==> src/rtl/blt_pkg.sv <==
`default_nettype none

package blt_pkg;

  localparam int SAMPLE_W = 12;
  localparam int VOLT_W   = 14;
  localparam int LEVEL_W  = 7;
  localparam int PSTATE_W = 2;

  // Command codes.
  localparam logic CMD_INIT    = 1'b0;
  localparam logic CMD_MEASURE = 1'b1;

  // Power state codes.
  localparam logic [PSTATE_W-1:0] PS_BATTERY  = 2'd0;
  localparam logic [PSTATE_W-1:0] PS_CHARGING = 2'd1;
  localparam logic [PSTATE_W-1:0] PS_USB      = 2'd2;
  localparam logic [PSTATE_W-1:0] PS_FULL     = 2'd3;

  localparam logic [VOLT_W-1:0]  SCALE_OFS   = 14'd65;
  localparam int                 LEVEL_SHIFT = 3;
  localparam logic [VOLT_W-LEVEL_SHIFT-1:0] LEVEL_OFS = 11'd408;

  localparam logic [LEVEL_W-1:0] LEVEL_MIN   = 7'd1;
  localparam logic [LEVEL_W-1:0] LEVEL_FULL  = 7'd100;
  localparam logic [LEVEL_W-1:0] LEVEL_CHG   = 7'd101;
  localparam logic [LEVEL_W-1:0] LEVEL_USB   = 7'd102;
  localparam logic [LEVEL_W-1:0] LEVEL_RESET = 7'd100;

  typedef struct packed {
    logic                cmd;
    logic [PSTATE_W-1:0] pstate;
  } item_t;

  // Battery voltage from the half-voltage ADC reading: twice the sample plus the offset.
  function automatic logic [VOLT_W-1:0] scale_sample(input logic [SAMPLE_W-1:0] raw);
    return (VOLT_W'(raw) << 1) + SCALE_OFS;
  endfunction

endpackage

`default_nettype wire

==> src/rtl/blt_if.sv <==
`default_nettype none

interface blt_in_if import blt_pkg::*; ();
  logic                valid;
  logic                ready;
  logic                cmd;
  logic [SAMPLE_W-1:0] sample_mv;
  logic [PSTATE_W-1:0] power_state;

  modport source (output valid, output cmd, output sample_mv, output power_state,
                  input ready);
  modport sink (input valid, input cmd, input sample_mv, input power_state,
                output ready);
  modport monitor (input valid, input ready, input cmd, input sample_mv,
                   input power_state);
endinterface

interface blt_out_if import blt_pkg::*; ();
  logic               valid;
  logic               ready;
  logic [VOLT_W-1:0]  avg_voltage_mv;
  logic [LEVEL_W-1:0] level;

  modport source (output valid, output avg_voltage_mv, output level, input ready);
  modport sink (input valid, input avg_voltage_mv, input level, output ready);
  modport monitor (input valid, input ready, input avg_voltage_mv, input level);
endinterface

`default_nettype wire

==> src/rtl/blt_ring.sv <==
`default_nettype none

module blt_ring import blt_pkg::*; #(
  parameter int DEPTH = 8
) (
  input  wire logic                                  clk,
  input  wire logic                                  rst,
  input  wire logic                                  acc,
  input  wire logic                                  cmd,
  input  wire logic [VOLT_W-1:0]                     scaled,
  output logic      [VOLT_W+$clog2(DEPTH)-1:0]       sum_next
);

  localparam int SLOT_W = $clog2(DEPTH);
  localparam int SUM_W  = VOLT_W + SLOT_W;

  logic [VOLT_W-1:0] mem [DEPTH];
  logic [VOLT_W-1:0] rd_data;
  logic [DEPTH-1:0]  written;
  logic [VOLT_W-1:0] fill_value;
  logic [SLOT_W-1:0] slot;
  logic [SLOT_W-1:0] slot_next;
  logic [SUM_W-1:0]  sum;
  logic [VOLT_W-1:0] old_value;
  logic              do_measure;
  logic              do_init;

  assign do_measure = acc && (cmd == CMD_MEASURE);
  assign do_init    = acc && (cmd == CMD_INIT);

  always_comb begin
    slot_next = slot;
    if (do_measure) begin
      slot_next = (slot == SLOT_W'(DEPTH - 1)) ? '0 : slot + 1'b1;
    end
  end

  // The read port always fetches the slot that the next measure will overwrite,
  // so its old content is ready when that transaction arrives.
  always_ff @(posedge clk) begin
    if (do_measure) begin
      mem[slot] <= scaled;
    end
    rd_data <= mem[slot_next];
  end

  // A slot not written since the last init holds the fill value.
  assign old_value = written[slot] ? rd_data : fill_value;

  always_comb begin
    sum_next = sum;
    if (do_init) begin
      sum_next = SUM_W'(scaled) * SUM_W'(DEPTH);
    end else if (do_measure) begin
      sum_next = sum - SUM_W'(old_value) + SUM_W'(scaled);
    end
  end

  always_ff @(posedge clk) begin
    if (rst) begin
      written    <= '0;
      fill_value <= '0;
      slot       <= '0;
      sum        <= '0;
    end else begin
      slot <= slot_next;
      sum  <= sum_next;
      if (do_init) begin
        written    <= '0;
        fill_value <= scaled;
      end else if (do_measure) begin
        written[slot] <= 1'b1;
      end
    end
  end

endmodule

`default_nettype wire

==> src/rtl/blt_level.sv <==
`default_nettype none

module blt_level import blt_pkg::*; #(
  parameter int DEPTH = 8
) (
  input  wire logic                            clk,
  input  wire logic                            rst,
  input  wire logic                            acc,
  input  wire item_t                           item,
  input  wire logic [VOLT_W+$clog2(DEPTH)-1:0] sum_next,
  output logic                                 in_ready,
  output logic                                 out_valid,
  input  wire logic                            out_ready,
  output logic      [VOLT_W-1:0]               avg,
  output logic      [LEVEL_W-1:0]              level
);

  localparam int L     = $clog2(DEPTH);
  localparam int SUM_W = VOLT_W + L;
  // Exact division by DEPTH: multiply by ceil(2^K / DEPTH) and drop K bits.
  localparam int K      = SUM_W + L;
  localparam int REC_W  = SUM_W + 1;
  localparam int PROD_W = SUM_W + REC_W;
  localparam logic [REC_W-1:0] RECIP = REC_W'(((1 << K) + DEPTH - 1) / DEPTH);
  localparam int Q_W    = VOLT_W - LEVEL_SHIFT;

  logic              s1_valid;
  item_t             s1_item;
  logic [SUM_W-1:0]  s1_sum;
  logic              s2_valid;
  item_t             s2_item;
  logic [PROD_W-1:0] s2_prod;
  logic              o_valid;
  logic [VOLT_W-1:0] o_avg;
  logic [LEVEL_W-1:0] o_level;
  logic [LEVEL_W-1:0] level_last;
  logic [LEVEL_W-1:0] level_next;

  logic              o_ready;
  logic              s2_ready;
  logic              s1_ready;
  logic [VOLT_W-1:0] s2_avg;
  logic [Q_W-1:0]    q8;
  logic [Q_W-1:0]    cand;
  logic              cand_ok;

  assign o_ready  = !o_valid || out_ready;
  assign s2_ready = !s2_valid || o_ready;
  assign s1_ready = !s1_valid || s2_ready;
  assign in_ready = s1_ready;

  assign s2_avg = s2_prod[K +: VOLT_W];
  assign q8     = s2_avg[VOLT_W-1:LEVEL_SHIFT];
  assign cand   = q8 - LEVEL_OFS;
  // A candidate below the offset would wrap to a large value and is refused.
  assign cand_ok = (q8 >= LEVEL_OFS) && (cand <= Q_W'(LEVEL_FULL))
                   && (cand <= Q_W'(level_last));

  always_comb begin
    level_next = level_last;
    if (s2_item.cmd == CMD_MEASURE) begin
      unique case (s2_item.pstate)
        PS_CHARGING: level_next = LEVEL_CHG;
        PS_USB:      level_next = LEVEL_USB;
        PS_FULL:     level_next = LEVEL_FULL;
        PS_BATTERY: begin
          if (level_last <= LEVEL_MIN) begin
            level_next = LEVEL_MIN;
          end else if (cand_ok) begin
            level_next = cand[LEVEL_W-1:0];
          end
        end
      endcase
    end
  end

  always_ff @(posedge clk) begin
    if (s1_ready && acc) begin
      s1_item <= item;
      s1_sum  <= sum_next;
    end
    if (s2_ready && s1_valid) begin
      s2_item <= s1_item;
      s2_prod <= PROD_W'(s1_sum) * PROD_W'(RECIP);
    end
    if (o_ready && s2_valid) begin
      o_avg   <= s2_avg;
      o_level <= level_next;
    end
  end

  always_ff @(posedge clk) begin
    if (rst) begin
      s1_valid   <= 1'b0;
      s2_valid   <= 1'b0;
      o_valid    <= 1'b0;
      level_last <= LEVEL_RESET;
    end else begin
      if (s1_ready) begin
        s1_valid <= acc;
      end
      if (s2_ready) begin
        s2_valid <= s1_valid;
      end
      if (o_ready) begin
        o_valid <= s2_valid;
        if (s2_valid) begin
          level_last <= level_next;
        end
      end
    end
  end

  assign out_valid = o_valid;
  assign avg       = o_avg;
  assign level     = o_level;

endmodule

`default_nettype wire

==> src/rtl/battery_level_tracker_top.sv <==
// Battery level tracker: each input transaction carries an ADC sample, a command and the
// power state, and yields exactly one result with the moving average of the scaled
// voltage over AVG_DEPTH samples and a percent level that only falls while on battery.
// One transaction is accepted every cycle while the pipeline has room; its result passes
// through the s1, s2 and output registers, and the input keeps accepting while results
// wait until the three pipeline stages are full. The rate is set by the
// averaging ring: a memory with one write port and one read port, whose read port
// prefetches the next slot to be overwritten, and a running sum updated in the cycle of
// acceptance. Division by AVG_DEPTH is an exact reciprocal multiply in its own stage.
// Init is accepted like any other command: per-slot valid bits stand in for
// refilling the memory, so there is no clearing pass after reset.
`default_nettype none

module battery_level_tracker_top import blt_pkg::*; #(
  parameter int AVG_DEPTH = 8
) (
  input  wire logic clk,
  input  wire logic rst,
  blt_in_if.sink    in_ch,
  blt_out_if.source out_ch
);

  localparam int SUM_W = VOLT_W + $clog2(AVG_DEPTH);

  logic              acc;
  logic              in_ready;
  logic [VOLT_W-1:0] scaled;
  logic [SUM_W-1:0]  sum_next;
  item_t             item;

  assign acc    = in_ch.valid && in_ready;
  assign scaled = scale_sample(in_ch.sample_mv);
  assign item   = '{cmd: in_ch.cmd, pstate: in_ch.power_state};
  assign in_ch.ready = in_ready;

  blt_ring #(.DEPTH(AVG_DEPTH)) u_ring (
    .clk      (clk),
    .rst      (rst),
    .acc      (acc),
    .cmd      (in_ch.cmd),
    .scaled   (scaled),
    .sum_next (sum_next)
  );

  blt_level #(.DEPTH(AVG_DEPTH)) u_level (
    .clk       (clk),
    .rst       (rst),
    .acc       (acc),
    .item      (item),
    .sum_next  (sum_next),
    .in_ready  (in_ready),
    .out_valid (out_ch.valid),
    .out_ready (out_ch.ready),
    .avg       (out_ch.avg_voltage_mv),
    .level     (out_ch.level)
  );

endmodule

`default_nettype wire

==> src/flat_wrapper.sv <==
// flat-port wrapper written by rule: the top's interface ports become plain ports
module battery_level_tracker_top_flat import blt_pkg::*;
#(
  parameter int AVG_DEPTH = 8
)
  (clk, rst, in_ch_valid, in_ch_cmd, in_ch_sample_mv, in_ch_power_state, in_ch_ready, out_ch_valid, out_ch_avg_voltage_mv, out_ch_level, out_ch_ready);
  blt_in_if in_ch_i ();
  blt_out_if out_ch_i ();
  input  wire logic clk;
  input  wire logic rst;
  input wire logic [$bits(in_ch_i.valid)-1:0] in_ch_valid;
  input wire logic [$bits(in_ch_i.cmd)-1:0] in_ch_cmd;
  input wire logic [$bits(in_ch_i.sample_mv)-1:0] in_ch_sample_mv;
  input wire logic [$bits(in_ch_i.power_state)-1:0] in_ch_power_state;
  output wire logic [$bits(in_ch_i.ready)-1:0] in_ch_ready;
  output wire logic [$bits(out_ch_i.valid)-1:0] out_ch_valid;
  output wire logic [$bits(out_ch_i.avg_voltage_mv)-1:0] out_ch_avg_voltage_mv;
  output wire logic [$bits(out_ch_i.level)-1:0] out_ch_level;
  input wire logic [$bits(out_ch_i.ready)-1:0] out_ch_ready;
  assign in_ch_i.valid = in_ch_valid;
  assign in_ch_i.cmd = in_ch_cmd;
  assign in_ch_i.sample_mv = in_ch_sample_mv;
  assign in_ch_i.power_state = in_ch_power_state;
  assign in_ch_ready = in_ch_i.ready;
  assign out_ch_valid = out_ch_i.valid;
  assign out_ch_avg_voltage_mv = out_ch_i.avg_voltage_mv;
  assign out_ch_level = out_ch_i.level;
  assign out_ch_i.ready = out_ch_ready;
  battery_level_tracker_top #(.AVG_DEPTH(AVG_DEPTH)) u_core (.clk(clk), .rst(rst), .in_ch(in_ch_i), .out_ch(out_ch_i));
endmodule
==> config.mk <==
export PLATFORM = sky130hd
export DESIGN_NAME = battery_level_tracker_top_flat
export DESIGN_NICKNAME = d
export VERILOG_FILES = /design/src/rtl/blt_pkg.sv /design/src/rtl/blt_if.sv /design/src/rtl/blt_ring.sv /design/src/rtl/blt_level.sv /design/src/rtl/battery_level_tracker_top.sv /design/src/flat_wrapper.sv
export SDC_FILE = /design/constraint.sdc
export NUM_CORES = 1
export LEC_CHECK = 0
export BUFFER_PORTS_ARGS = -buffer_cell sky130_fd_sc_hd__buf_2
export CORE_AREA = 3 3 137 172
export DETAILED_ROUTE_END_ITERATION = 7
export DIE_AREA = 0 0 140 175
export GPL_TIMING_DRIVEN = 0
export PLACE_DENSITY_LB_ADDON = 0.1
export SETUP_SLACK_MARGIN = 0.02
export SLEW_MARGIN = 20
export SYNTH_ARGS = -nofsm -noshare
export SYNTH_HDL_FRONTEND = slang
export SYNTH_SLANG_ARGS = --single-unit
export TNS_END_PERCENT = 20
==> constraint.sdc <==
create_clock -name clk -period 4.1 [get_ports clk]
set_input_delay 0.205 -clock clk [delete_from_list [all_inputs] [get_ports clk]]
set_output_delay 0.205 -clock clk [all_outputs]
set_load 0.05 [all_outputs]
; ---- Yosys cells after proc, flatten, opt, wreduce, memory -nomap -nowiden
; Memories as Yosys holds them, arrays and structs flattened. A register that Yosys moved wholly into a read port is not among the register bits.
; Index checks and enable logic that the tools add are counted.
[totals]
regBits = 113
latch_bits = 0
ramBits = 112
mem_bits_ro = 0
input_bits = 19
output_inout_bits = 23
wordCells = 67
memories = 1
[op_classes]
add_sub_neg = 5
multipliers = 0
div = 0
magnitude_cmp = 6
n_eq_ne = 4
shift = 0
mux = 15
bitwise_logic = 2
reduce_logical = 18
[memory_table]
columns = name, words, word_bits, read_ports, rd_ports_with_merged_regs, write_ports, line
row1 = u_core.u_ring.mem, 8, 14, 1, 1, 1, blt_ring.sv:17  ; logic [VOLT_W-1:0] mem [DEPTH];
[ops]
columns = operator, n
row1 = $mux W17, 2
row2 = $pmux W7 S4, 1
row3 = $mux W7, 3
row4 = $add A17 B14 Y17, 1
row5 = $sub A17 B14 Y17, 1
row6 = $add A13 B7 Y14 const B, 1
row7 = $mux W14, 1
row8 = $ge A11 B9 Y1 const B, 1
row9 = $le A11 B7 Y1, 1
row10 = $le A11 B7 Y1 const B, 1
row11 = $sub A11 B9 Y11 const B, 1
row12 = $logic_and A1 B1 Y1, 9
row13 = $or A8 B8 Y8, 1
row14 = $le A7 B1 Y1 const B, 1
row15 = $mux W3, 2
row16 = $eq A2 B2 Y1 const B, 2
row17 = $lt A3 B4 Y1 const B, 1
row18 = $mux W1, 4
row19 = $add A3 B1 Y3 const B, 1
row20 = $bmux W1 S3, 1
row21 = $demux W1 S3, 1
row22 = $eq A3 B3 Y1 const B, 1
row23 = $ge A3 B1 Y1 const B, 1
row24 = $logic_not A1 Y1, 3
row25 = other kinds (6), 8

; ---- Logic depth before layout (Yosys ltp)
; Gate-level depths: netlist of the first run.
[depth]
ltp_word = 8
mapped_depth = 15
ltp_nobuf = 13

; ---- Hierarchy
; From an unflattened synthesis of the first run, not the netlist that was laid out.
[hier_totals]
hier_cells = 886
area_unflattened_um2 = 10567.6
[modules_own_cells]
columns = mod, instances, cells_each, area_each_um2, seq_area_each_um2
row1 = blt_ring, 1, 684, 7796.2, 4484.3
row2 = blt_level, 1, 185, 2657.5, 1851.8
row3 = battery_level_tracker_top, 1, 17, 113.9, 0.0

; ---- Worst setup path after synthesis of the first run
; No wires, ideal clock.
[synth_path]
path_kind = reg2reg
start = register u_core.u_ring.slot[0]
end = register u_core.u_level.s1_sum[8], data pin
setup_ns = 0.297
t_arrival_ns = 4.129
t_required_ns = 3.803
slack_ns = -0.326
path_stages_with_launch = 15
n_path_buf = 2
period_less_slack_ns = 4.426
path_cell_list = dfxtp_1 buf_2 mux4_2 mux2i_1 clkbuf_1 mux2i_1 fa_1 ha_1 a21o_1 a21oi_1 a21boi_0 o21a_1 or3_1 a31oi_1 a21oi_1
[synth_via]
elab_chain_cells = 7
[synth_lines]
columns = item, line
row1 = "start, declared", blt_ring.sv:21  ; logic [SLOT_W-1:0] slot;
row2 = "start signal, assigned", blt_ring.sv:66  ; slot <= slot_next;
row3 = $bmux W1 S3, blt_ring.sv:48  ; assign old_value = written[slot] ? rd_data : fill_value;
row4 = $mux W1 (not written as such), blt_ring.sv:48
row5 = $mux W14, blt_ring.sv:48
row6 = $sub A17 B14 Y17, blt_ring.sv:55  ; sum_next = sum - SUM_W'(old_value) + SUM_W'(scaled);
row7 = $add A17 B14 Y17, blt_ring.sv:55
row8 = $mux W17, blt_ring.sv:54  ; end else if (do_measure) begin
row9 = $mux W17, blt_ring.sv:52  ; if (do_init) begin
row10 = via u_core.sum_next[8], battery_level_tracker_top.sv:28  ; logic [SUM_W-1:0] sum_next;
row11 = "end signal, assigned", blt_level.sv:80  ; s1_sum <= sum_next;
row12 = "end, declared", blt_level.sv:29  ; logic [SUM_W-1:0] s1_sum;
; The timed path passes the listed nets, and every way through them passes these cells. The select of a mux whose other input is x is not followed.
; A chain may end at the register's enable or synchronous reset.

; ---- Final worst setup path of the first run
[layout_path]
start = register u_core.u_ring.slot[0]
end = register u_core.u_level.s1_sum[12], data pin
; The elaborated chain is that of the path after synthesis.

==> results_dict.tcl, run 1 <==
set metrics [dict create \
    ir_worst_vdd_v 0.000442 \
    path_max_fanout 7 \
    setup_viol 1 \
    wl_um 23200 \
    rsz0062_at_grt "yes" \
    root_buffer "clkbuf_16" \
    top_layer_used "met4" \
    crit_required_ns 4.35 \
    areaGrowthSynthToFinish_pct 19.7 \
    max_cap_viol_count 0 \
    nets 879 \
    timing.critical_path.cells "buf_6, mux4_2, mux2i_4, clkbuf_16, buf_8, mux2i_4, fa_1, ha_4, a211o_1, and4b_2, nor2_2, xnor2_1, a21oi_1, or2_2" \
    drt-initial-drc-count 260 \
    ys.flop_type "edfxtp_1" \
    switching_share_pct 27.6 \
    yosys_warnings 0 \
    first_pass_iters 4 \
    dr_wl_met3_um 731 \
    synthesis.area_per_instance_um2 13.8 \
    hold_slack_ns 0.0375 \
    cts_tree "built" \
    drt-vias-per-instance 5.64 \
    die_x_um 140 \
    fmax_ghz 0.244 \
    synth_enable_flop_cells 159 \
    synthArstFlopShare_pct 0 \
    seq_area_frac_synth_pct 61.5 \
    arrival_ns 4.36 \
    grt_antenna_before_repair 0 \
    ctsHtreeMaxLevel 1 \
    synthTopCellsByArea "edfxtp_1, dfxtp_1, mux4_2, ha_1, fa_1" \
    critPathBufInv 3 \
    fin_ws_ns -0.00400 \
    nFillCells 1902 \
    maxSlewHeadroom_pct 29.4 \
    drc 0 \
    ys_seq_elements 224 \
    vias 6293 \
    design.portCount 42 \
    dp_hpwl_um 16600 \
    yosys.area.top_type "edfxtp_1" \
    dr_wl_met2_um 12700 \
    clkTransAtPathRegs_ns 0.06 \
    p_int_mw 4.35 \
    critPathKind "register to register" \
    wl_per_cell_um 20.8 \
    cts_max_path_buffers 3 \
    grt_pass1_wl_um 36400 \
    synth_cell_types 66 \
    synth_nets 780 \
    coreArea_mm2 0.0221 \
    seq_power_share_pct 43.7 \
    synth_area_mm2 0.00988 \
    hold_viol_final 0 \
    placed_area_mm2 0.0106 \
    grt_max_degree 27 \
    grt-ovfl-total 0 \
    start_kind "register" \
    violations "setup timing" \
    drive_gt1_share_pct 26.9 \
    crit_top_cell "mux2i_4" \
    routedLengthMet1_um 8720 \
    track_usage_pct 19.0 \
    cts_buffers 23 \
    dieArea_mm2 0.0245 \
    grt_pass1_vias 6682 \
    p_leak_nw 4.30 \
    slowest_stage "mux4_2" \
    hold_path_class "primary input to register" \
    cp-end-kind "register" \
    fin_util_pct 53.4 \
    tightest_slew_ns 1.05 \
    clkPwrFrac_pct 33.7 \
    rows 61 \
    die_h_um 175 \
    cts_sinks 224 \
    period_minus_slack_ns 4.10 \
    routabilityCongestion 0.892 \
    final_area_mm2 0.0118 \
    powerDensity_mw_per_mm2 508 \
    diodes 0 \
    netlist_instances 717 \
    worstSkewPairLatency_ns 0.51 \
    setup-tns-final_ns -0.00400 \
    cp_top_family "multiplexers" \
    initial_core_util_pct 44.7 \
    clock-skew-final_ns 0.0201 \
    p_switching_mw 1.66 \
    drv_slew 0 \
    min_period_over_period_pct 100 \
    synth.top_cell.area_share_pct 48.3 \
    combPwrFrac_pct 22.6 \
    slowest_delay_ns 0.53 \
    port_buffers 41 \
    status "finished with violations" \
    final_antenna_net_count 0 \
]
==> placed cells by master (no fill, tap or decap), types with 6 or more instances in the layout <==
cell type / count
a21oi_2: 6
buf_2: 46
edfxtp_1: 159
xor2_1: 8
clkbuf_1: 14
nor2b_1: 6
nand2b_1: 9
mux2i_1: 11
buf_6: 6
fa_1: 12
nand2_1: 44
buf_4: 22
nand4_1: 6
dfxtp_1: 64
o21ai_0: 15
nand3_1: 10
xnor2_1: 10
nor2_1: 49
and2_1: 7
inv_1: 31
nor3_1: 14
mux4_2: 28
mux2_2: 15
a21oi_1: 37
ha_2: 6
ha_1: 20
clkbuf_16: 24
o21a_1: 16
==> kinds of logic (layout without fill, tap and decap cells) <==
kind of cell               Yosys count  after routing  synth area share (%)
AOI/OAI and AO/OA                  132            132                  8.85
xor gates and xnor gates            19             19                  1.68
adders and majority gates           44             44                  6.56
buffers and inverters               54            169                  2.24
DFF                                224            224                  61.5
muxes                               61             61                  9.91
and+or+nand+nor                    183            183                  9.29
==> cell type report <==
class	count	area, µm²	area share (%)
tap	283	354	2.99
clock inverter	12	111	0.942
clock buffer	29	618	5.23
sequential	224	6080	51.4
inverter	32	120	1.02
multi-input combinational	439	3910	33.0
timing repair buffer	76	514	4.35
buffer	20	124	1.05
==> power groups by stage <==
stage / logic (mW) / clock network (mW) / registers, mW
detailed placement: 1.09 / 0 / 2.67
CTS: 1.21 / 2.07 / 2.63
floorplan: 0.799 / 0 / 2.67
global route: 1.48 / 2.18 / 2.64
finish: 1.36 / 2.03 / 2.63
global placement: 1.07 / 0 / 2.67
==> through the flow <==
step | total power [mW] | instances | worst slack, ns
6_report | 6.01 | 1115 | -0.00400
5_1_grt | 6.29 | 1115 | -0.102
4_1_cts | 5.90 | 1108 | 0.0141
3_5_place_dp | 3.76 | 1055 | -0.545
3_3_place_gp | 3.74 | 1041 | -0.837
2_1_floorplan | 3.47 | 717 | 0.0728
==> repair_timing <==
action                                 4_1_cts  5_1_grt
setup endpoints to repair                   21       13
endpoints found under the hold margin        4        0
hold buffers                                 4        0
pin swaps                                    5       11
buffers inserted                            10        7
resized for setup                           29       32
==> worst register-to-register path: stages (launching register included) <==
cell and delay [ns]:
dfxtp_2 0.34, buf_6 0.12, mux4_2 0.53, mux2i_4 0.25, clkbuf_16 0.23, buf_8 0.13
mux2i_4 0.24, fa_1 0.45, ha_4 0.25, a211o_1 0.32, and4b_2 0.35, nor2_2 0.07
xnor2_1 0.16, a21oi_1 0.10, or2_2 0.31
==> sequential cells by signal, indices dropped and copies added (netlist names) <==
signal / flops
u_core.u_ring.mem: 104
u_core.u_level.out_valid: 1
u_core.u_level.s2_item: 3
u_core.u_ring.written: 8
u_core.u_ring.slot: 3
u_core.u_level.s1_item: 3
u_core.u_ring.fill_value: 14
u_core.u_ring.sum: 17
u_core.u_level.avg: 14
u_core.u_level.s1_sum: 14
u_core.u_level.s2_valid: 1
u_core.u_level.level_last: 7
u_core.u_level.level: 7
u_core.u_level.s1_valid: 1
u_core.u_level.s2_prod: 14
u_core.u_ring.rd_data: 13
==> synth_stat cells (5+ instances only) <==
cell and number:
a21oi_1 44, inv_1 31, xnor2_1 11, nand4_1 6
nor3_1 19, edfxtp_1 159, nor2_1 53, fa_1 13
mux4_2 28, a21o_1 5, a211oi_1 5, xor2_1 8
and2_1 7, nor2b_1 7, mux2i_1 18, o21a_1 16
clkbuf_1 14, o21ai_0 18, ha_1 31, mux2_2 15
nand3_1 10, nand2_1 44, a31oi_1 5, nand2b_1 9
dfxtp_1 65
==> layer usage <==
| metal | global-route usage [%] | up-vias |
|---|---|---|
| met5 | 0 | - |
| met4 | 8.48 | 0 |
| met3 | 2.76 | 73 |
| met2 | 36.0 | 131 |
| met1 | 20.9 | 3177 |
| li1 | - | 2912 |
==> path summary, 6_finish.rpt <==
kind | start | end | slack, ns | cells after the start
worst max register to register | u_core.u_ring.slot[0]$_SDFF_PP0_ | u_core.u_level.s1_sum[12]$_DFFE_PP_ | -0.004 | 14
worst min register to register | u_core.u_level.s1_sum[11]$_DFFE_PP_ | u_core.u_level.s2_prod[28]$_DFFE_PP_ | 0.42 | 0
worst min-delay path | out_ch_ready | u_core.u_level.out_valid$_SDFFE_PP0P_ | 0.04 | 4
worst max-delay path | u_core.u_ring.slot[0]$_SDFF_PP0_ | u_core.u_level.s1_sum[12]$_DFFE_PP_ | -0.004 | 14
Power figures use the tool's default switching activity.
==> run 2: changes to the inputs <==
--- a/config.mk
+++ b/config.mk
@@ -10,7 +10,7 @@
 export DETAILED_ROUTE_END_ITERATION = 7
 export DIE_AREA = 0 0 140 175
 export GPL_TIMING_DRIVEN = 0
-export PLACE_DENSITY_LB_ADDON = 0.1
+export PLACE_DENSITY = 0.71
 export SETUP_SLACK_MARGIN = 0.02
 export SLEW_MARGIN = 20
 export SYNTH_ARGS = -nofsm -noshare
==> run 2 against run 1 <==
  * The flow now finishes without violations
  * Sequential power about the same
  * Hold slack lost 0.0053 ns
  * Via count down 1.6%
  * Maximum frequency increased by 1.2%
  * Power down 0.49%
  * Combinational power is 6% lower
  * Clock skew about the same
  * Sequential share of layout area up 0.34 points
  * Core utilization shrank 0.36 points
  * First-iteration DRC count grew 55%
  * Register-to-register slack improved by 0.05 ns
  * Critical endpoint is now u_core.u_level.s1_sum[8]$_DFFE_PP_
==> results_dict.tcl, run 2 (synthesis gave the netlist of run 1 again) <==
set metrics [dict create \
    ff_latch_area_mm2 0.00608 \
    critPathBufInv 2 \
    top_layer_used "met4" \
    cts_sinks 224 \
    nFillCells 1853 \
    port_buffers 41 \
    diodes 0 \
    crit_required_ns 4.34 \
    status "completed" \
    worstSkewPairLatency_ns 0.51 \
    multi_input_area_mm2 0.00385 \
    drv_slew 0 \
    root_buffer "clkbuf_16" \
    r2r-end "u_core.u_level.s1_sum[8]$_DFFE_PP_" \
    fin_util_pct 53.1 \
    drc 0 \
    mostFrequentLayoutCells "edfxtp_1, dfxtp_1, nor2_1" \
    tightest_slew_ns 1.02 \
    placed_area_mm2 0.0106 \
    nets 875 \
    slowest_stage "mux4_2" \
    cp_top_family "compound AO/OA/AOI/OAI gates" \
    dieArea_mm2 0.0245 \
    crit_path_end "u_core.u_level.s1_sum[8]$_DFFE_PP_" \
    reg_top3 "u_core.u_ring.mem: 104 flops, u_core.u_ring.sum: 17 flops" \
    wl_um 21700 \
    cts_tree "built" \
    dp_hpwl_um 15000 \
    p_leak_nw 4.27 \
    r2r_setup_slack_ns 0.05 \
    cts_max_path_buffers 3 \
    areaGrowthSynthToFinish_pct 18.9 \
    grt_pass1_wl_um 34700 \
    critPathKind "register to register" \
    reg2reg_from "u_core.u_ring.slot[0]$_SDFF_PP0_" \
    vias 6195 \
    start_kind "register" \
    track_usage_pct 17.7 \
    drt-initial-drc-count 403 \
    routabilityCongestion 0.883 \
    max_cap_viol_count 0 \
    cts_buffers 24 \
    worstHoldStart "out_ch_ready" \
    maxSlewHeadroom_pct 31.6 \
    coreArea_mm2 0.0221 \
    grt-ovfl-total 0 \
    ir_worst_vdd_v 0.000377 \
    setup_viol 0 \
    wl_per_cell_um 19.5 \
    grt_antenna_before_repair 0 \
    slowest_delay_ns 0.53 \
    powerDensity_mw_per_mm2 509 \
    rr_worst_depth 14 \
    clkTransAtPathRegs_ns 0.06 \
    first_pass_iters 4 \
    arrival_ns 4.29 \
    max_flop_register "u_core.u_ring.mem" \
    initial_core_util_pct 44.7 \
    cp-end-kind "register" \
    design.portCount 42 \
    routedLengthMet1_um 8860 \
    grt_pass1_vias 6449 \
    drive_gt1_share_pct 25.4 \
    clock-skew-final_ns 0.0200 \
    dr_wl_met3_um 1040 \
    rows 61 \
    dr_wl_met2_um 11100 \
    ctsHtreeMaxLevel 1 \
    die_h_um 175 \
    hold_path_class "primary input to register" \
    grt_max_degree 27 \
    drt-vias-per-instance 5.57 \
    rsz0062_at_grt "yes" \
    hold_slack_ns 0.0322 \
    hold_viol_final 0 \
    timing.critical_path.cells "buf_6, mux4_2, mux2i_4, buf_8, mux2i_2, fa_1, ha_4, a21o_4, a21oi_4, a21boi_0, o21a_1, or3_4, a31oi_4, a21oi_1" \
    crit_start "u_core.u_ring.slot[0]$_SDFF_PP0_" \
    min_period_over_period_pct 98.9 \
    largest_reg_flops 104 \
    fmax_ghz 0.247 \
    die_x_um 140 \
    critical_path_depth 14 \
    final_common_cell "edfxtp_1" \
    path_max_fanout 8 \
    final_antenna_net_count 0 \
    period_minus_slack_ns 4.05 \
    final_area_mm2 0.0117 \
]
==> run 2: cell count changes in the layout (fill, tap and decap cells not counted), sizes merged <==
| cell | before | now |
|---|---|---|
| clkbuf | 41 | 46 |
| buf | 80 | 76 |
| clkinvlp | 2 | 3 |
| clkinv | 8 | 5 |
| bufinv | 2 | 1 |
==> run 2: repair_timing <==
item,in CTS,in global routing
hold buffers,4,0
gates resized for setup,13,35
hold endpoints to repair,4,0
buffers inserted,3,9
pin swaps,1,17
setup endpoints to repair,17,18
==> run 2: layout make-up <==
class | count | area share (%)
Buffer | 20 | 0.969
Clock buffer | 35 | 5.81
Clock inverter | 9 | 0.692
Inverter | 32 | 1.02
Multi-Input combinational cell | 439 | 32.8
Sequential cell | 224 | 51.7
Tap cell | 283 | 3.01
Timing Repair Buffer | 71 | 3.99
==> run 2: worst min-delay path by stage <==
stage / end / slack [ns] / depth (start not counted)
global placement: u_core.u_level.s1_item[0]$_DFFE_PP_ / 0.38 / 1
CTS: u_core.u_level.out_valid$_SDFFE_PP0P_ / 0.02 / 4
global route: u_core.u_ring.mem[5][5]$_DFFE_PP_ / 0.06 / 1
detailed placement: u_core.u_level.s1_item[0]$_DFFE_PP_ / 0.39 / 1
floorplan: u_core.u_level.s1_item[0]$_DFFE_PP_ / 0.30 / 0
finish: u_core.u_level.out_valid$_SDFFE_PP0P_ / 0.03 / 4
==> run 2: tightest hold or removal path: stages <==
cell and delay [ns]:
buf_2 0.08, nor2b_2 0.06, nor2_1 0.09, nor2_1 0.05
==> run 2: per-layer routing <==
| layer | global-route usage, % | vias to the layer above |
|---|---|---|
| met1 | 22.1 | 3057 |
| li1 | - | 2903 |
| met5 | 0 | - |
| met4 | 5.86 | 0 |
| met3 | 3.04 | 54 |
| met2 | 31.2 | 181 |
==> run 2: power breakdown <==
part           total, mW  internal (mW)  switching (mW)  leakage [nW]
Sequential          2.63           2.56          0.0650          1.99
Combinational       1.28          0.562           0.722          1.92
Clock               2.07           1.22           0.850         0.366
==> run 2: through the flow <==
| stage | cells | setup WS (ns) | total power [mW] | setup TNS, ns |
|---|---|---|---|---|
| floorplan | 717 | 0.0728 | 3.47 | 0 |
| global placement | 1041 | -0.476 | 3.71 | -6.65 |
| detailed placement | 1055 | -0.515 | 3.73 | -2.91 |
| global route | 1113 | -0.0647 | 6.26 | -0.215 |
| finish | 1113 | 0.0464 | 5.98 | 0 |
| CTS | 1105 | -0.00180 | 5.86 | -0.00190 |
